## config.mk

```make
export PLATFORM = sky130hd
export DESIGN_NAME = pct_regs
export DESIGN_NICKNAME = d
export VERILOG_FILES = /design/src/design/prism_containment_test_core_assert.svh /design/src/design/pct_pkg.sv /design/src/design/pct_regs.sv
export SDC_FILE = /design/constraint.sdc
export NUM_CORES = 1
export LEC_CHECK = 0
export BUFFER_PORTS_ARGS = -buffer_cell sky130_fd_sc_hd__buf_4
export CAP_MARGIN = 15
export CORE_UTILIZATION = 45
export DETAILED_ROUTE_END_ITERATION = 16
export GPL_TIMING_DRIVEN = 1
export PLACE_DENSITY_LB_ADDON = 0.05
export SLEW_MARGIN = 25
export SYNTH_ARGS = -nofsm -noshare
export SYNTH_HDL_FRONTEND = slang
export SYNTH_SLANG_ARGS = --single-unit
```

## constraint.sdc

```tcl
create_clock -name clk_i -period 1.5 [get_ports clk_i]
set_clock_uncertainty 0.2 [all_clocks]
set_input_delay 0.075 -clock clk_i [delete_from_list [all_inputs] [get_ports clk_i]]
set_output_delay 0.075 -clock clk_i [all_outputs]
set_load 0.05 [all_outputs]
```

## src/design/prism_containment_test_core_assert.svh

```systemverilog
// Assertion macros for the containment test core.
`ifndef PRISM_CONTAINMENT_TEST_CORE_ASSERT_SVH
`define PRISM_CONTAINMENT_TEST_CORE_ASSERT_SVH

// Check that the consequent holds in the same cycle as the antecedent.
`define PCT_ASSERT_IMPL(label, clk, rst_n, ante, cons, msg) \
  label: assert property (@(posedge clk) disable iff (!rst_n) (ante) |-> (cons)) \
    else $error(msg);

// Check that the consequent holds in the cycle after the antecedent.
`define PCT_ASSERT_NEXT(label, clk, rst_n, ante, cons, msg) \
  label: assert property (@(posedge clk) disable iff (!rst_n) (ante) |=> (cons)) \
    else $error(msg);

`endif

```

## src/design/pct_pkg.sv

```systemverilog
`default_nettype none

package pct_pkg;

  localparam int MAX_VERTICES_DEF = 8;
  localparam int COORD_W          = 24;
  localparam int IDX_W            = 3;
  localparam int VCOUNT_W         = 4;
  localparam int DIFF_W           = COORD_W + 1;
  localparam int PROD_W           = 2 * DIFF_W;
  localparam int APB_AW           = 4;
  localparam int APB_DW           = 32;

  localparam logic [VCOUNT_W-1:0] VCOUNT_RST = VCOUNT_W'(8);

  typedef logic signed [COORD_W-1:0] coord_t;

  typedef enum logic {
    KIND_LOAD  = 1'b0,
    KIND_QUERY = 1'b1
  } kind_e;

  typedef enum logic [1:0] {
    REG_VERTEX_COUNT = 2'd0,
    REG_DEPTH_TOP    = 2'd1,
    REG_DEPTH_BOTTOM = 2'd2
  } reg_idx_e;

  typedef struct packed {
    logic [VCOUNT_W-1:0] vertex_count;
    coord_t              depth_top;
    coord_t              depth_bottom;
  } cfg_t;

  // Word travelling down the cell chain.
  typedef struct packed {
    kind_e            kind;
    logic [IDX_W-1:0] index;
    coord_t           px;
    coord_t           py;
    logic             depth_ok;
    logic             parity;
    logic             has_prev;
    coord_t           prev_x;
    coord_t           prev_y;
    coord_t           first_x;
    coord_t           first_y;
  } tok_t;

endpackage

`default_nettype wire

```

## src/design/pct_regs.sv

```systemverilog
`default_nettype none

module pct_regs import pct_pkg::*; (
  input  wire logic              clk_i,
  input  wire logic              rst_ni,
  input  wire logic              psel,
  input  wire logic              penable,
  input  wire logic              pwrite,
  input  wire logic [APB_AW-1:0] paddr,
  input  wire logic [APB_DW-1:0] pwdata,
  output logic      [APB_DW-1:0] prdata,
  output logic                   pready,
  output cfg_t                   cfg_o
);

  cfg_t     cfg_q, cfg_d;
  reg_idx_e sel;
  logic     wr_en;

  assign sel    = reg_idx_e'(paddr[3:2]);
  assign wr_en  = psel && penable && pwrite;
  assign pready = 1'b1;
  assign cfg_o  = cfg_q;

  always_comb begin
    cfg_d = cfg_q;
    if (wr_en) begin
      case (sel)
        REG_VERTEX_COUNT: cfg_d.vertex_count = pwdata[VCOUNT_W-1:0];
        REG_DEPTH_TOP:    cfg_d.depth_top    = coord_t'(pwdata[COORD_W-1:0]);
        REG_DEPTH_BOTTOM: cfg_d.depth_bottom = coord_t'(pwdata[COORD_W-1:0]);
        default:          cfg_d = cfg_q;
      endcase
    end
  end

  always_comb begin
    case (sel)
      REG_VERTEX_COUNT: prdata = APB_DW'(cfg_q.vertex_count);
      REG_DEPTH_TOP:    prdata = APB_DW'(cfg_q.depth_top);
      REG_DEPTH_BOTTOM: prdata = APB_DW'(cfg_q.depth_bottom);
      default:          prdata = '0;
    endcase
  end

  always_ff @(posedge clk_i or negedge rst_ni) begin
    if (!rst_ni) begin
      cfg_q.vertex_count <= VCOUNT_RST;
      cfg_q.depth_top    <= '0;
      cfg_q.depth_bottom <= '0;
    end else begin
      cfg_q <= cfg_d;
    end
  end

endmodule

`default_nettype wire

```

==> run metrics <==
TritonRoute pass-1 iters=2; Synth warnings=0; clk buf depth=2; Clock Latency Late Sink=0.30 ns; Synth Cell Area=2430 sq um; RSZ-0062 raised after global routing=yes; crit start category=register; HP Class=in -> async; crit-path cells=mux2i_4 -> o21ai_4 -> buf_6; Total Wirelength=5890 microns; max FFs per register=52; drt wl/cell=15.6 microns; Antenna Cells=0; syn_nets=204; placed cell areas=3420 sq um; routed vias=between 1500 and 2000; initial DRC count=99; Mapped Avg Cell Area=between 10 and 15 sq um; routed vias/inst=4.97; reg2reg path depth=2; Sequential Area=between 1000 and 1500 sq um; vias in the first global route=around 1800; max_cap viols=0; remaining antenna violation count=0; leakage=0.00193 uW; setup violators final=1; power density cells=1610 nW/um^2; Residual DRC=0; Slew headroom=64.0%; CTS tree=done; H-Tree Level Count=2; sequential area share after synthesis=53.5%; Die W=75.5 microns; Syn Inst Count=163; final critical-path required period=1.53 ns; first-pass GRT wire length=a little under 9000 microns; Final Cell Area=between 3000 and 4000 sq um; period utilization=102%; clock-pin slew on the worst setup and hold paths=0.09 ns; Power, Total=6180 uW; status=finished with violations; Port Buffers=114; gr usage total=21.1%; crit path kind=reg -> out; layout cells sized above 1=66.1%; delay-heaviest family, CP=flip-flops; crit end category=output port; multi-input logic area=1060 sq um; CP max stage cell=dfstp_2; #FFs+latches synth=52; crit path max fanout=2; clock sinks=52; GRT Residual Overflow=0; Rows=26; Least-Margin Pin Slew=0.540 ns; die area=5710 sq um; CTS buffer count=5; largest net degree at the start of global routing=32; CTS Root Buffer Type=clkbuf_8; Starting Density=47.0%; Slew Limit Fails=0; CP Depth=3; Die H=approximately 76 microns; Core Area=5170 sq um; hold violation total from the final report=0; Max stage delay on crit path=between 0.5 and 0.6 ns; Filler cells=roughly 360; failing checks=setup timing; post-route setup slack=-0.0298 ns; CP Buf/Inv Count=1; Synth cell types=20; IO Count=126; Detailed Place HPWL=4010 microns; CP required=1.22 ns; GPL Wtd Cong=0.686; worst endpoint data arrival time=~1.3 ns; highest clock rate=between 0.6 and 0.7 GHz; Synth-to-Final Area Change=57.6%; Max VDD drop=roughly 0.85 mV; initial antenna violation count=0; NumNets Final=about 350
logic make-up (layout without fill, tap and decap cells):
logic type | Yosys count | after routing | synth area share (%)
buf+inv | 20 | 164 | 6.84
simple gates | 10 | 10 | 2.67
other cells | 1 | 1 | 0.154
compound gates | 24 | 24 | 8.02
flops | 52 | 52 | 53.5
mux | 56 | 56 | 28.8
cell usage in the layout, fill, tap and decap left out:
master	synthesis	routed
a22o_1	20	19
a22o_4	0	1
and2b_2	0	1
buf_12	2	3
buf_4	11	125
buf_6	2	3
bufinv_16	0	1
clkbuf_1	3	2
clkbuf_8	0	5
conb_1	1	1
dfrtp_1	51	51
dfstp_2	1	1
dlygate4sd3_1	0	25
mux2_2	32	32
mux2_4	20	20
mux2i_2	0	3
mux2i_4	0	1
nand2_1	4	4
nand3_2	1	1
nor2b_4	0	1
nor3_1	1	1
nor3b_4	0	1
o21ai_4	0	4
or3b_1	1	1
cells in the mapped netlist, drive strengths merged:
master / number / area, sq um
nand2: 4 / 15.0
nor3b: 1 / 12.5
buf: 17 / 155
nand3: 1 / 10.0
nor2b: 1 / 6.26
nor3: 1 / 5.00
o21ai: 4 / 20.0
clkbuf: 3 / 11.3
mux2: 52 / 661
a22o: 20 / 175
dfstp: 1 / 26.3
dfrtp: 51 / 1280
conb: 1 / 3.75
and2b: 1 / 7.51
mux2i: 4 / 40.0
or3b: 1 / 8.76
routing by layer:
metal	routed length, microns	GRT usage, %
met5	0	0
met4	69	6.38
met2	2900	34.3
met1	2630	29.1
met3	282	3.57
power breakdown:
group          total, uW  leakage, uW  internal (uW)  switching (uW)
Combinational       3230      0.00124           1140            2080
Clock                932    0.0000524            500             432
Sequential          2020     0.000636           1730             289
final cells by class:
type,instances,area share (%)
timing repair buffer,156,33.4
clock buffer,7,1.99
tap,70,2.28
multi-input combinational,91,27.6
sequential,52,34.0
clock inverter,1,0.783
stage by stage:
step                      hold slack, ns  setup TNS [ns]  cells  util (%)  setup WS, ns
final                            0.00586         -0.0298    377      74.2       -0.0298
after global routing              0.0420         -0.0650    377      74.2       -0.0650
after CTS                        0.00624         -0.0356    375      73.5       -0.0356
after detailed placement          -0.212           -7.17    341      66.0        -0.224
after global placement            -0.215           -6.19    341      66.0        -0.198
after floorplan                   -0.421          -0.138    163         -       -0.0173
what timing repair did:
item | CTS | global route
hold buffers | 25 | 0
gates resized for setup | 4 | 6
setup endpoints to repair | 29 | 20
buffers inserted | 1 | 2
hold endpoints to repair | 104 | 0
worst paths after layout:
check / from / end / slack [ns]
setup / recovery: cfg_o[51] / prdata[3] / -0.03
hold / removal: rst_ni / cfg_o[43] / 0.006
setup reg to reg: cfg_o[47] / cfg_o[47] / 0.41
hold reg to reg: cfg_o[46] / cfg_o[46] / 0.35
max in group asynchronous: rst_ni / cfg_o[7] / 0.64
min in group clk_i: paddr[2] / cfg_o[51] / 0.26
Note: power is estimated with default switching activity, not from simulation.
