**config.mk**
```make
export PLATFORM = sky130hd
export DESIGN_NAME = pct_edge
export DESIGN_NICKNAME = d
export VERILOG_FILES = /design/src/design/prism_containment_test_core_assert.svh /design/src/design/pct_pkg.sv /design/src/design/pct_edge.sv
export SDC_FILE = /design/constraint.sdc
export NUM_CORES = 2
export LEC_CHECK = 0
export ABC_AREA = 1
export BUFFER_PORTS_ARGS = -buffer_cell sky130_fd_sc_hd__buf_2
export CAP_MARGIN = 20
export CORE_ASPECT_RATIO = 1.25
export CORE_UTILIZATION = 40
export CTS_CLUSTER_DIAMETER = 40
export CTS_CLUSTER_SIZE = 40
export DETAILED_ROUTE_END_ITERATION = 8
export GPL_TIMING_DRIVEN = 0
export PLACE_DENSITY_LB_ADDON = 0.3
export RECOVER_POWER = 50
export SKIP_CTS_REPAIR_TIMING = 1
export SKIP_LAST_GASP = 1
export SLEW_MARGIN = 20
export SYNTH_ARGS = -nofsm -noshare
export SYNTH_HDL_FRONTEND = slang
export SYNTH_SLANG_ARGS = --single-unit
```
**constraint.sdc**
```tcl
create_clock -name clk_i -period 2.94 [get_ports clk_i]
set_input_delay 0.588 -clock clk_i [delete_from_list [all_inputs] [get_ports clk_i]]
set_output_delay 0.588 -clock clk_i [all_outputs]
set_load 0.05 [all_outputs]
```
**src/design/prism_containment_test_core_assert.svh**
```systemverilog
// Assertion macros for the containment test core.
`ifndef PRISM_CONTAINMENT_TEST_CORE_ASSERT_SVH
`define PRISM_CONTAINMENT_TEST_CORE_ASSERT_SVH

// Check that the consequent holds in the same cycle as the antecedent.
`define PCT_ASSERT_IMPL(label, clk, rst_n, ante, cons, msg) \
  label: assert property (@(posedge clk) disable iff (!rst_n) (ante) |-> (cons)) \
    else $error(msg);

// Check that the consequent holds in the cycle after the antecedent.
`define PCT_ASSERT_NEXT(label, clk, rst_n, ante, cons, msg) \
  label: assert property (@(posedge clk) disable iff (!rst_n) (ante) |=> (cons)) \
    else $error(msg);

`endif

```
**src/design/pct_pkg.sv**
```systemverilog
`default_nettype none

package pct_pkg;

  localparam int MAX_VERTICES_DEF = 8;
  localparam int COORD_W          = 24;
  localparam int IDX_W            = 3;
  localparam int VCOUNT_W         = 4;
  localparam int DIFF_W           = COORD_W + 1;
  localparam int PROD_W           = 2 * DIFF_W;
  localparam int APB_AW           = 4;
  localparam int APB_DW           = 32;

  localparam logic [VCOUNT_W-1:0] VCOUNT_RST = VCOUNT_W'(8);

  typedef logic signed [COORD_W-1:0] coord_t;

  typedef enum logic {
    KIND_LOAD  = 1'b0,
    KIND_QUERY = 1'b1
  } kind_e;

  typedef enum logic [1:0] {
    REG_VERTEX_COUNT = 2'd0,
    REG_DEPTH_TOP    = 2'd1,
    REG_DEPTH_BOTTOM = 2'd2
  } reg_idx_e;

  typedef struct packed {
    logic [VCOUNT_W-1:0] vertex_count;
    coord_t              depth_top;
    coord_t              depth_bottom;
  } cfg_t;

  // Word travelling down the cell chain.
  typedef struct packed {
    kind_e            kind;
    logic [IDX_W-1:0] index;
    coord_t           px;
    coord_t           py;
    logic             depth_ok;
    logic             parity;
    logic             has_prev;
    coord_t           prev_x;
    coord_t           prev_y;
    coord_t           first_x;
    coord_t           first_y;
  } tok_t;

endpackage

`default_nettype wire

```
**src/design/pct_edge.sv**
```systemverilog
`default_nettype none

// Two-stage edge crossing test: products, then compare and parity update.
module pct_edge import pct_pkg::*; (
  input  wire logic   clk_i,
  input  wire logic   rst_ni,
  input  wire logic   en_i,
  input  wire logic   valid_i,
  input  wire tok_t   tok_i,
  input  wire logic   eval_i,
  input  wire coord_t ax_i,
  input  wire coord_t ay_i,
  input  wire coord_t bx_i,
  input  wire coord_t by_i,
  output logic        valid_o,
  output tok_t        tok_o
);

  logic signed [DIFF_W-1:0] dy, dxp, dyp, dxe;
  logic signed [PROD_W-1:0] lhs_d, rhs_d, lhs_q, rhs_q;
  logic                     cnt_d, cnt_q, dpos_d, dpos_q;
  logic                     vld1_q, vld2_q;
  tok_t                     tok1_q, tok2_q, tok2_d;
  logic                     hit;

  assign dy  = DIFF_W'(by_i) - DIFF_W'(ay_i);
  assign dxp = DIFF_W'(tok_i.px) - DIFF_W'(ax_i);
  assign dyp = DIFF_W'(tok_i.py) - DIFF_W'(ay_i);
  assign dxe = DIFF_W'(bx_i) - DIFF_W'(ax_i);

  assign lhs_d  = PROD_W'(dxp) * PROD_W'(dy);
  assign rhs_d  = PROD_W'(dyp) * PROD_W'(dxe);
  assign dpos_d = by_i > ay_i;

  // Drop horizontal edges and edges wholly below or at/above the point.
  assign cnt_d = eval_i && (ay_i != by_i)
              && !((tok_i.py <= ay_i) && (tok_i.py <= by_i))
              && !((tok_i.py > ay_i) && (tok_i.py > by_i));

  assign hit = cnt_q && (dpos_q ? (lhs_q < rhs_q) : (lhs_q > rhs_q));

  always_comb begin
    tok2_d        = tok1_q;
    tok2_d.parity = tok1_q.parity ^ hit;
  end

  always_ff @(posedge clk_i or negedge rst_ni) begin
    if (!rst_ni) begin
      vld1_q <= 1'b0;
      vld2_q <= 1'b0;
    end else if (en_i) begin
      vld1_q <= valid_i;
      vld2_q <= vld1_q;
    end
  end

  always_ff @(posedge clk_i) begin
    if (en_i) begin
      tok1_q <= tok_i;
      lhs_q  <= lhs_d;
      rhs_q  <= rhs_d;
      cnt_q  <= cnt_d;
      dpos_q <= dpos_d;
      tok2_q <= tok2_d;
    end
  end

  assign valid_o = vld2_q;
  assign tok_o   = tok2_q;

endmodule

`default_nettype wire

```
==> flow_summary.ini <==
[run]
maxCapViolCount = 1

[worst_setup_path]
r2r.worst_path.cells = 13
highest_cell_delay_on_the_worst_timing_path_ns = 0.66
timing.critical_path.from_type = input pin
setup.reg_to_reg.worst_slack_ns = 0.44
crit_slowest_cell = xor2_2
timing.critical_path.max_delay_family = adder cells
critical_path_required_ns = 3.31
setup.worst_path.class = input pin to flop
crit_path_max_fanout = 10
critical_path.reg2reg.endpoint = tok_o[97]$_DFFE_PP_
cp_buf_inv_count = 8
worst_path_most_repeated_cell = fa_1
critical_path.endpoint_type = flop
r2r-start = rhs_q[49]$_DFFE_PP_
worst-endpoint-arrival_ns = 8.46

[detailed_routing]
drt_pre_antenna_iters = 5
number_of_vias_per_cell_after_detailed_routing = 5.12
drt_wl_total_mm = 222
drtAntennaViolNets = 0
route.detailed.drc = 0
via_count = 50700
routedWlPerCell_um = 22.4
drtIter0Drc = 3420

[cells_and_area]
num-fill-cells = 15200
final_cell_area_mm2 = 0.0789
finish.net_count = 9712
layout.cells.most_common = inv_1
ff_latch_area_mm2 = 0.0122
post_route_cells_drive_above_1_share_pct = 20.0
area_delta_synth_final_pct = 21.1
mostFrequentLayoutCells = 1624 x inv_1, 1275 x fa_1, 1220 x nand2_1
multi_input_area_mm2 = 0.0502

[die]
die_height_um = 453
ioPinCount = 404
floorplan.die.width_um = 363
fp-row-count = 165
coreArea_mm2 = 0.162
dieArea_mm2 = 0.164
start_util_pct = 40.3

[run_status]
outcome = finished with violations
failed_checks = capacitance limit, slew limit, setup timing

[placement]
placement.cell_area_mm2 = 0.0729
place_hpwl_mm = 191
placement.io_buffers = 403
post-place-ws_ns = -6.54
gpl.final_weighted_congestion = 1.03

[cts]
cts-htree-levels = 2
cts.reportedPaths.clkPinSlew_ns = 0.06
cts_tree = done
clkLatencyLatePin_ns = 0.65
cts_made_buffers = 54
clock_tree.root_cell = clkbuf_16
numClockSinks = 406
cts_buffer_depth = 3

[worst_hold_path]
min_from = tok_i[72]
worstHoldPathCells = 1
holdCritPathClass = input pin to flop
timing.hold.worst_endpoint = tok1_q[72]$_DFFE_PP_

[logic_synthesis]
synth.area.mux_share_pct = 0
yosysWarnings = 0
syn-instance-count = 7068
mapped_cell_area_mm2 = 0.0651
dominant_combinational_cell_family_by_area_after_synthesis = adder cells
post_synth_and_or_nand_nor_area_fraction_pct = 14.1
synthesis.nets = 9093
post_synth_fa_ha_maj_area_fraction_pct = 49.3
synth-compound-area-share_pct = 4.43
synthXorXnorAreaFrac_pct = 2.36
synth.ff_latch_count = 406
synth.avg_cell_area_um2 = 9.21
post_synth_num_cell_types = 53
sequential_to_total_area_share_from_yosys_stat_pct = 18.7

[sta]
final-setup-viol-count = 309
grt_setup_unrepaired = true
maxSlewHeadroom_pct = -76.8
finalCritPeriodShare_pct = 275
slew_viol_final = 105
hold_viol = 0
fmax_mhz = 124
period_needed_ns = 8.08
post-route-worst-setup-slack_ns = -5.14
finClkSkew_ns = 0.0134
least_margin_pin_slew_ns = 2.65

[grt]
grt_pass1_wl_mm = 332
grt_remaining_overflow = 0
maximum_number_of_pins_on_one_net_before_global_route_repair = 111
grt_antenna_before_repair = 2
first_global_vias = 54100
grtUsageTotal_pct = 27.3
[routing by layer]
metal  vias up  track usage (%)  share of wire, %
li1      22400                -                 -
met1     25700             31.4                37
met2      1923             47.4                49
met3       632             3.80               6.0
met4         2             18.0               8.1
met5         -                0            0.0041
[worst max path at each step]
stage / startpoint / to / slack [ns] / cells after the start
finish: tok_i[99] / rhs_q[46]$_DFFE_PP_ / -5.14 / 29
global route: bx_i[0] / rhs_q[46]$_DFFE_PP_ / -5.33 / 37
CTS: ay_i[4] / lhs_q[48]$_DFFE_PP_ / -5.86 / 27
detailed placement: ay_i[4] / lhs_q[48]$_DFFE_PP_ / -6.54 / 27
global placement: ay_i[6] / lhs_q[48]$_DFFE_PP_ / -6.73 / 29
floorplan: tok_i[99] / rhs_q[47]$_DFFE_PP_ / -4.66 / 31
[kinds of logic (layout without fill, tap and decap cells)]
kind of cell / after synthesis / in the layout
compound gates: 508 / 508
xor+xnor: 164 / 164
fa+ha+maj: 1773 / 1773
buf+inv: 1903 / 2566
flops: 406 / 406
other cells: 0 / 1
simple gates: 2314 / 2314
[metrics by stage]
step                      TNS (ns)  hold slack (ns)  util, %  cells
after floorplan            -357.63            0.292        -   7068
after CTS                  -456.82           -0.329     46.3   9746
final                      -479.43           0.0999     48.8   9903
after detailed placement   -522.04            0.377     45.1   9646
after global placement    -2387.72            0.373     45.0   9642
after global routing       -539.21           0.0643     48.8   9902
[synth_stat cells (all sizes together)]
cell / instances / area [um^2]
nor4: 18 / 113
edfxtp: 404 / 12100
a221oi: 2 / 17.5
nor3b: 4 / 30.0
o211ai: 10 / 80.1
and3: 4 / 25.0
o21bai: 19 / 146
o21a: 4 / 30.0
o311ai: 1 / 8.76
a21boi: 19 / 154
o221a: 1 / 11.3
clkbuf: 99 / 372
inv: 1732 / 6500
o221ai: 4 / 35.0
o31ai: 1 / 7.51
or2: 22 / 138
nand3b: 5 / 37.5
a211oi: 4 / 30.0
xor2: 112 / 1050
o21ai: 153 / 792
nor2: 714 / 2700
buf: 63 / 335
clkinv: 9 / 33.8
nand3: 144 / 731
a21o: 31 / 233
dfrtp: 2 / 50.1
a31oi: 19 / 119
a21oi: 237 / 1190
fa: 1320 / 26400
a31o: 3 / 26.3
ha: 453 / 5670
nand2: 1334 / 5020
and2: 3 / 18.8
xnor2: 52 / 485
nor3: 35 / 185
nand4: 31 / 194
[final cells by class]
type	count	area share [%]
antenna	1	0.00317
clock inverter	41	0.653
clock buffer	59	1.74
timing repair buffer	563	4.80
tap	2171	3.44
multi-input combinational	4759	63.7
sequential	406	15.4
buffer	162	1.64
inverter	1741	8.61
[state kept, by name, indices dropped and copies added, names as in the netlist]
signal,count
lhs_q,50
vld1_q,1
tok1_q,151
tok_o,151
valid_o,1
dpos_q,1
cnt_q,1
rhs_q,50
Power is not shown: default switching activity piles up to over one toggle a cycle in this logic, so the estimate is an artifact.
