## src/design/prism_containment_test_core_assert.svh

```systemverilog
// Assertion macros for the containment test core.
`ifndef PRISM_CONTAINMENT_TEST_CORE_ASSERT_SVH
`define PRISM_CONTAINMENT_TEST_CORE_ASSERT_SVH

// Check that the consequent holds in the same cycle as the antecedent.
`define PCT_ASSERT_IMPL(label, clk, rst_n, ante, cons, msg) \
  label: assert property (@(posedge clk) disable iff (!rst_n) (ante) |-> (cons)) \
    else $error(msg);

// Check that the consequent holds in the cycle after the antecedent.
`define PCT_ASSERT_NEXT(label, clk, rst_n, ante, cons, msg) \
  label: assert property (@(posedge clk) disable iff (!rst_n) (ante) |=> (cons)) \
    else $error(msg);

`endif

```

## src/design/pct_pkg.sv

```systemverilog
`default_nettype none

package pct_pkg;

  localparam int MAX_VERTICES_DEF = 8;
  localparam int COORD_W          = 24;
  localparam int IDX_W            = 3;
  localparam int VCOUNT_W         = 4;
  localparam int DIFF_W           = COORD_W + 1;
  localparam int PROD_W           = 2 * DIFF_W;
  localparam int APB_AW           = 4;
  localparam int APB_DW           = 32;

  localparam logic [VCOUNT_W-1:0] VCOUNT_RST = VCOUNT_W'(8);

  typedef logic signed [COORD_W-1:0] coord_t;

  typedef enum logic {
    KIND_LOAD  = 1'b0,
    KIND_QUERY = 1'b1
  } kind_e;

  typedef enum logic [1:0] {
    REG_VERTEX_COUNT = 2'd0,
    REG_DEPTH_TOP    = 2'd1,
    REG_DEPTH_BOTTOM = 2'd2
  } reg_idx_e;

  typedef struct packed {
    logic [VCOUNT_W-1:0] vertex_count;
    coord_t              depth_top;
    coord_t              depth_bottom;
  } cfg_t;

  // Word travelling down the cell chain.
  typedef struct packed {
    kind_e            kind;
    logic [IDX_W-1:0] index;
    coord_t           px;
    coord_t           py;
    logic             depth_ok;
    logic             parity;
    logic             has_prev;
    coord_t           prev_x;
    coord_t           prev_y;
    coord_t           first_x;
    coord_t           first_y;
  } tok_t;

endpackage

`default_nettype wire

```

## src/design/pct_edge.sv

```systemverilog
`default_nettype none

// Two-stage edge crossing test: products, then compare and parity update.
module pct_edge import pct_pkg::*; (
  input  wire logic   clk_i,
  input  wire logic   rst_ni,
  input  wire logic   en_i,
  input  wire logic   valid_i,
  input  wire tok_t   tok_i,
  input  wire logic   eval_i,
  input  wire coord_t ax_i,
  input  wire coord_t ay_i,
  input  wire coord_t bx_i,
  input  wire coord_t by_i,
  output logic        valid_o,
  output tok_t        tok_o
);

  logic signed [DIFF_W-1:0] dy, dxp, dyp, dxe;
  logic signed [PROD_W-1:0] lhs_d, rhs_d, lhs_q, rhs_q;
  logic                     cnt_d, cnt_q, dpos_d, dpos_q;
  logic                     vld1_q, vld2_q;
  tok_t                     tok1_q, tok2_q, tok2_d;
  logic                     hit;

  assign dy  = DIFF_W'(by_i) - DIFF_W'(ay_i);
  assign dxp = DIFF_W'(tok_i.px) - DIFF_W'(ax_i);
  assign dyp = DIFF_W'(tok_i.py) - DIFF_W'(ay_i);
  assign dxe = DIFF_W'(bx_i) - DIFF_W'(ax_i);

  assign lhs_d  = PROD_W'(dxp) * PROD_W'(dy);
  assign rhs_d  = PROD_W'(dyp) * PROD_W'(dxe);
  assign dpos_d = by_i > ay_i;

  // Drop horizontal edges and edges wholly below or at/above the point.
  assign cnt_d = eval_i && (ay_i != by_i)
              && !((tok_i.py <= ay_i) && (tok_i.py <= by_i))
              && !((tok_i.py > ay_i) && (tok_i.py > by_i));

  assign hit = cnt_q && (dpos_q ? (lhs_q < rhs_q) : (lhs_q > rhs_q));

  always_comb begin
    tok2_d        = tok1_q;
    tok2_d.parity = tok1_q.parity ^ hit;
  end

  always_ff @(posedge clk_i or negedge rst_ni) begin
    if (!rst_ni) begin
      vld1_q <= 1'b0;
      vld2_q <= 1'b0;
    end else if (en_i) begin
      vld1_q <= valid_i;
      vld2_q <= vld1_q;
    end
  end

  always_ff @(posedge clk_i) begin
    if (en_i) begin
      tok1_q <= tok_i;
      lhs_q  <= lhs_d;
      rhs_q  <= rhs_d;
      cnt_q  <= cnt_d;
      dpos_q <= dpos_d;
      tok2_q <= tok2_d;
    end
  end

  assign valid_o = vld2_q;
  assign tok_o   = tok2_q;

endmodule

`default_nettype wire

```

## src/design/pct_cell.sv

```systemverilog
`default_nettype none

// One polygon vertex: holds it, loads it from a passing load word and, if it is
// within the vertex count, tests the edge from the previous vertex for a query.
module pct_cell import pct_pkg::*; #(
  parameter int MaxVertices = MAX_VERTICES_DEF,
  parameter int CellIdx     = 0,
  localparam int CntW       = $clog2(MaxVertices + 1)
) (
  input  wire logic            clk_i,
  input  wire logic            rst_ni,
  input  wire logic            en_i,
  input  wire logic [CntW-1:0] n_i,
  input  wire logic            valid_i,
  input  wire tok_t            tok_i,
  output logic                 valid_o,
  output tok_t                 tok_o
);

  coord_t own_x_q, own_y_q, own_x_d, own_y_d;
  logic   wr_en, active, eval;
  tok_t   tok_mod;

  assign wr_en   = en_i && valid_i && (tok_i.kind == KIND_LOAD)
                && (int'(tok_i.index) == CellIdx);
  assign own_x_d = tok_i.px;
  assign own_y_d = tok_i.py;

  assign active = valid_i && (tok_i.kind == KIND_QUERY) && (CellIdx < int'(n_i));
  assign eval   = active && tok_i.has_prev;

  always_comb begin
    tok_mod = tok_i;
    if (active) begin
      tok_mod.prev_x   = own_x_q;
      tok_mod.prev_y   = own_y_q;
      tok_mod.has_prev = 1'b1;
      if (!tok_i.has_prev) begin
        tok_mod.first_x = own_x_q;
        tok_mod.first_y = own_y_q;
      end
    end
  end

  always_ff @(posedge clk_i) begin
    if (wr_en) begin
      own_x_q <= own_x_d;
      own_y_q <= own_y_d;
    end
  end

  pct_edge u_edge (
    .clk_i   (clk_i),
    .rst_ni  (rst_ni),
    .en_i    (en_i),
    .valid_i (valid_i),
    .tok_i   (tok_mod),
    .eval_i  (eval),
    .ax_i    (tok_i.prev_x),
    .ay_i    (tok_i.prev_y),
    .bx_i    (own_x_q),
    .by_i    (own_y_q),
    .valid_o (valid_o),
    .tok_o   (tok_o)
  );

endmodule

`default_nettype wire
```

## config.mk

```make
export PLATFORM = sky130hd
export DESIGN_NAME = pct_cell
export DESIGN_NICKNAME = d
export VERILOG_FILES = /design/src/design/prism_containment_test_core_assert.svh /design/src/design/pct_pkg.sv /design/src/design/pct_edge.sv /design/src/design/pct_cell.sv
export SDC_FILE = /design/constraint.sdc
export NUM_CORES = 2
export LEC_CHECK = 0
export ABC_AREA = 1
export CAP_MARGIN = 10
export CELL_PAD_IN_SITES_DETAIL_PLACEMENT = 0
export CELL_PAD_IN_SITES_GLOBAL_PLACEMENT = 1
export CORE_ASPECT_RATIO = 0.6
export CORE_MARGIN = 5
export CORE_UTILIZATION = 24
export DETAILED_ROUTE_END_ITERATION = 10
export DONT_BUFFER_PORTS = 1
export PLACE_DENSITY_LB_ADDON = 0.1
export SYNTH_ARGS = -nofsm -noshare
export SYNTH_HDL_FRONTEND = slang
export SYNTH_SLANG_ARGS = --single-unit
```

## constraint.sdc

```tcl
create_clock -name clk_i -period 8.6 [get_ports clk_i]
set_clock_uncertainty 0.1 [all_clocks]
set_input_delay 0.43 -clock clk_i [delete_from_list [all_inputs] [get_ports clk_i]]
set_output_delay 0.43 -clock clk_i [all_outputs]
set_load 0.05 [all_outputs]
```

==> impl_metrics.ini <==
[outcome]
status = finished, final reports clean

[synth]
ys_ff_latch = 454
synth_nets = 9227
synth_cell_types = 60
syn_area_sq_um = 67700
synth_cells = 7295
synth_edf_count = 452
seq_area_frac_synth_pct = 20.1
async_flop_share_pct = 0.441
synth.top_cell.area_share_pct = 39.0
synth_area_leaders = fa_1 39%, edfxtp_1 20%, inv_1 9.3%
ys.flop_type = edfxtp_1
yosysTopAreaCell = fa_1
yosys_warnings = 0
syn_area_per_cell_sq_um = 9.28

[sta]
slew_violations = 0
max_clock_freq_mhz = 119
tns_ns = 0
slew_headroom_pct = 33.9
setup_viol = 0
finalWorstSetupSlack_ns = 0.176
hold_viol = 0
period_needed_ns = 8.42
post-route-period-util_pct = 98.0
rsz0062_at_grt = true
worstMarginPinSlew_ns = 0.992

[routing]
ant_nets = 0
wl_per_cell_um = 26.4
drt_iter0_markers = 4935
num_vias = 55644
vias_per_cell = 4.42
route.detailed.drc = 0
first_pass_iters = 5
wl_um = 332000

[placement]
pre_cts_slack_ns = -1.10
dp_hpwl_um = 286000
numPortBuffers = 0
finalWeightedCongestion = 0.967

[cts]
cts_sinks = 454
cts_tree = done
clock_latency_ns = 0.73
htreeDepth = 2
clk_pin_slew_worst_paths_ns = 0.07
cts_root_buf = clkbuf_16
clk_path_buf_depth = 3
cts_made_buffers = 53

[floorplan]
dieArea_sq_um = 293000
fp.dieW_um = 696
die_h_um = 422
start_util_pct = 24.1
rows = 151
core_sq_um = 282000
io_pins = 311

[worst_setup_path]
rrSetupSlack_ns = 0.18
slowest_stage = fa_2
worstReg2RegStart = own_x_q[0]$_DFFE_PP_
cpLargestDelayFamily = adder cells
worst-path-max-fanout = 4
max_stage_delay_ns = 0.69
startpoint = own_x_q[0]$_DFFE_PP_
worst_ep_required_time_ns = 8.90
start_kind = register
crit_type = reg2reg
cp.arrival_ns = 8.72
end_kind = register
worst-path-buf-inv = 13

[global_routing]
grt_start_max_net_pins = 308
antenna_found_initial = 27
grt_usage_pct = 22.5
grt_pass1_wl_um = 465000
grt-ovfl-total = 0
grt_pass1_vias = 57331

[cells_and_area]
fin_nets = 10711
fillers = 29499
drive_above_1_share_pct = 25.8
multi_input_area_sq_um = 49900
areaGrowthSynthToFinish_pct = 34.8
seq_area_sq_um = 13600

[flow_run]
maxCapViolations = 0

[worst_hold_path]
hp-start = tok_i[56]
min_path_type = in2reg
cell type report:
class | instances | share of cell area, %
Tap cell | 3748 | 5.13
Inverter | 1720 | 7.17
Multi-Input combinational cell | 4936 | 54.6
Antenna cell | 6 | 0.0164
Timing Repair Buffer | 1614 | 16.1
Clock inverter | 36 | 0.566
Sequential cell | 454 | 14.9
Clock buffer | 62 | 1.49
stage by stage:
stage          hold slack [ns]  cells  area [sq um]  utilization (%)
2_1_floorplan           0.0344   7295         67700                -
3_5_place_dp            0.0345  12225         83800             29.8
5_1_grt                0.00952  12573         91300             32.4
4_1_cts                 0.0110  12483         88000             31.3
6_report                0.0568  12576         91300             32.4
3_3_place_gp            0.0345  12225         83800             29.8
registers in the layout, indices dropped and copies added, names as in the netlist:
| register | count |
|---|---|
| own_x_q | 24 |
| own_y_q | 24 |
| u_edge.cnt_q | 1 |
| u_edge.dpos_q | 1 |
| u_edge.lhs_q | 50 |
| u_edge.rhs_q | 50 |
| u_edge.tok1_q | 151 |
| u_edge.tok_o | 151 |
| u_edge.valid_o | 1 |
| u_edge.vld1_q | 1 |
cells by family (layout without fill, tap and decap cells):
group / count (synthesis) / after routing / share of synthesized area [%]
other: 0 / 6 / 0
and+or+nand+nor: 2367 / 2367 / 13.8
muxes: 22 / 22 / 0.366
buffers and inverters: 1905 / 3432 / 10.8
adders and majority gates: 1773 / 1773 / 47.4
DFF: 454 / 454 / 20.1
AOI/OAI and AO/OA: 605 / 605 / 5.14
xor gates and xnor gates: 169 / 169 / 2.42
final timing paths:
kind | to | cells after the start
max reg2reg | u_edge.rhs_q[43]$_DFFE_PP_ | 40
max in group asynchronous | u_edge.valid_o$_DFFE_PN0P_ | 2
max | u_edge.rhs_q[43]$_DFFE_PP_ | 40
min reg2reg | u_edge.tok_o[38]$_DFFE_PP_ | 0
min | u_edge.tok1_q[56]$_DFFE_PP_ | 2
min in group asynchronous | u_edge.vld1_q$_DFFE_PN0P_ | 2
synth_stat cells, drive strengths merged, types with 5 or more instances:
master	number
inv	1713
nand2	1380
fa	1320
nor2	745
ha	453
edfxtp	452
a21oi	270
o21ai	175
xor2	120
nand3	116
buf	94
clkbuf	91
xnor2	49
nor3	36
nand4	35
o21a	32
o21bai	32
a31oi	29
a21o	28
or2	28
mux2	22
nor4	17
a21boi	10
a211oi	8
clkinv	7
o211ai	7
o221ai	5
cells in the final DEF (no fill, tap or decap), drive strengths merged, types with 28 or more instances in the layout:
| cell | synthesis | layout |
|---|---|---|
| buf | 94 | 1480 |
| clkbuf | 91 | 65 |
| a21oi | 270 | 270 |
| nand2 | 1380 | 1380 |
| edfxtp | 452 | 452 |
| o21ai | 175 | 175 |
| inv | 1713 | 1712 |
| or2 | 28 | 28 |
| ha | 453 | 453 |
| dlygate4sd3 | 0 | 131 |
| nand4 | 35 | 35 |
| o21bai | 32 | 32 |
| xor2 | 120 | 120 |
| a31oi | 29 | 29 |
| xnor2 | 49 | 49 |
| o21a | 32 | 32 |
| a21o | 28 | 28 |
| nor2 | 745 | 745 |
| nor3 | 36 | 36 |
| nand3 | 116 | 116 |
| fa | 1320 | 1320 |
repair_timing:
item | 4_1_cts | 5_1_grt
gates resized for setup | 179 | 640
buffers inserted | 26 | 86
endpoints found under the hold margin | 484 | 0
endpoints found under the setup margin | 59 | 61
pin swaps | 42 | 237
gates cloned | 1 | 3
hold buffers | 133 | 0
per-layer routing:
metal / vias to the layer above / wire length, um / global-route usage [%] / share of wire, %
met5: - / 0 / 0 / 0
met4: 0 / 4220 / 2.78 / 1.3
met3: 142 / 35100 / 7.57 / 11
met2: 1857 / 120000 / 28.1 / 36
met1: 28670 / 173000 / 36.9 / 52
li1: 24975 / - / - / -
Power is left out: the tool's default activity adds up to more than one toggle a clock period on the data nets, which glitch-free logic cannot reach.
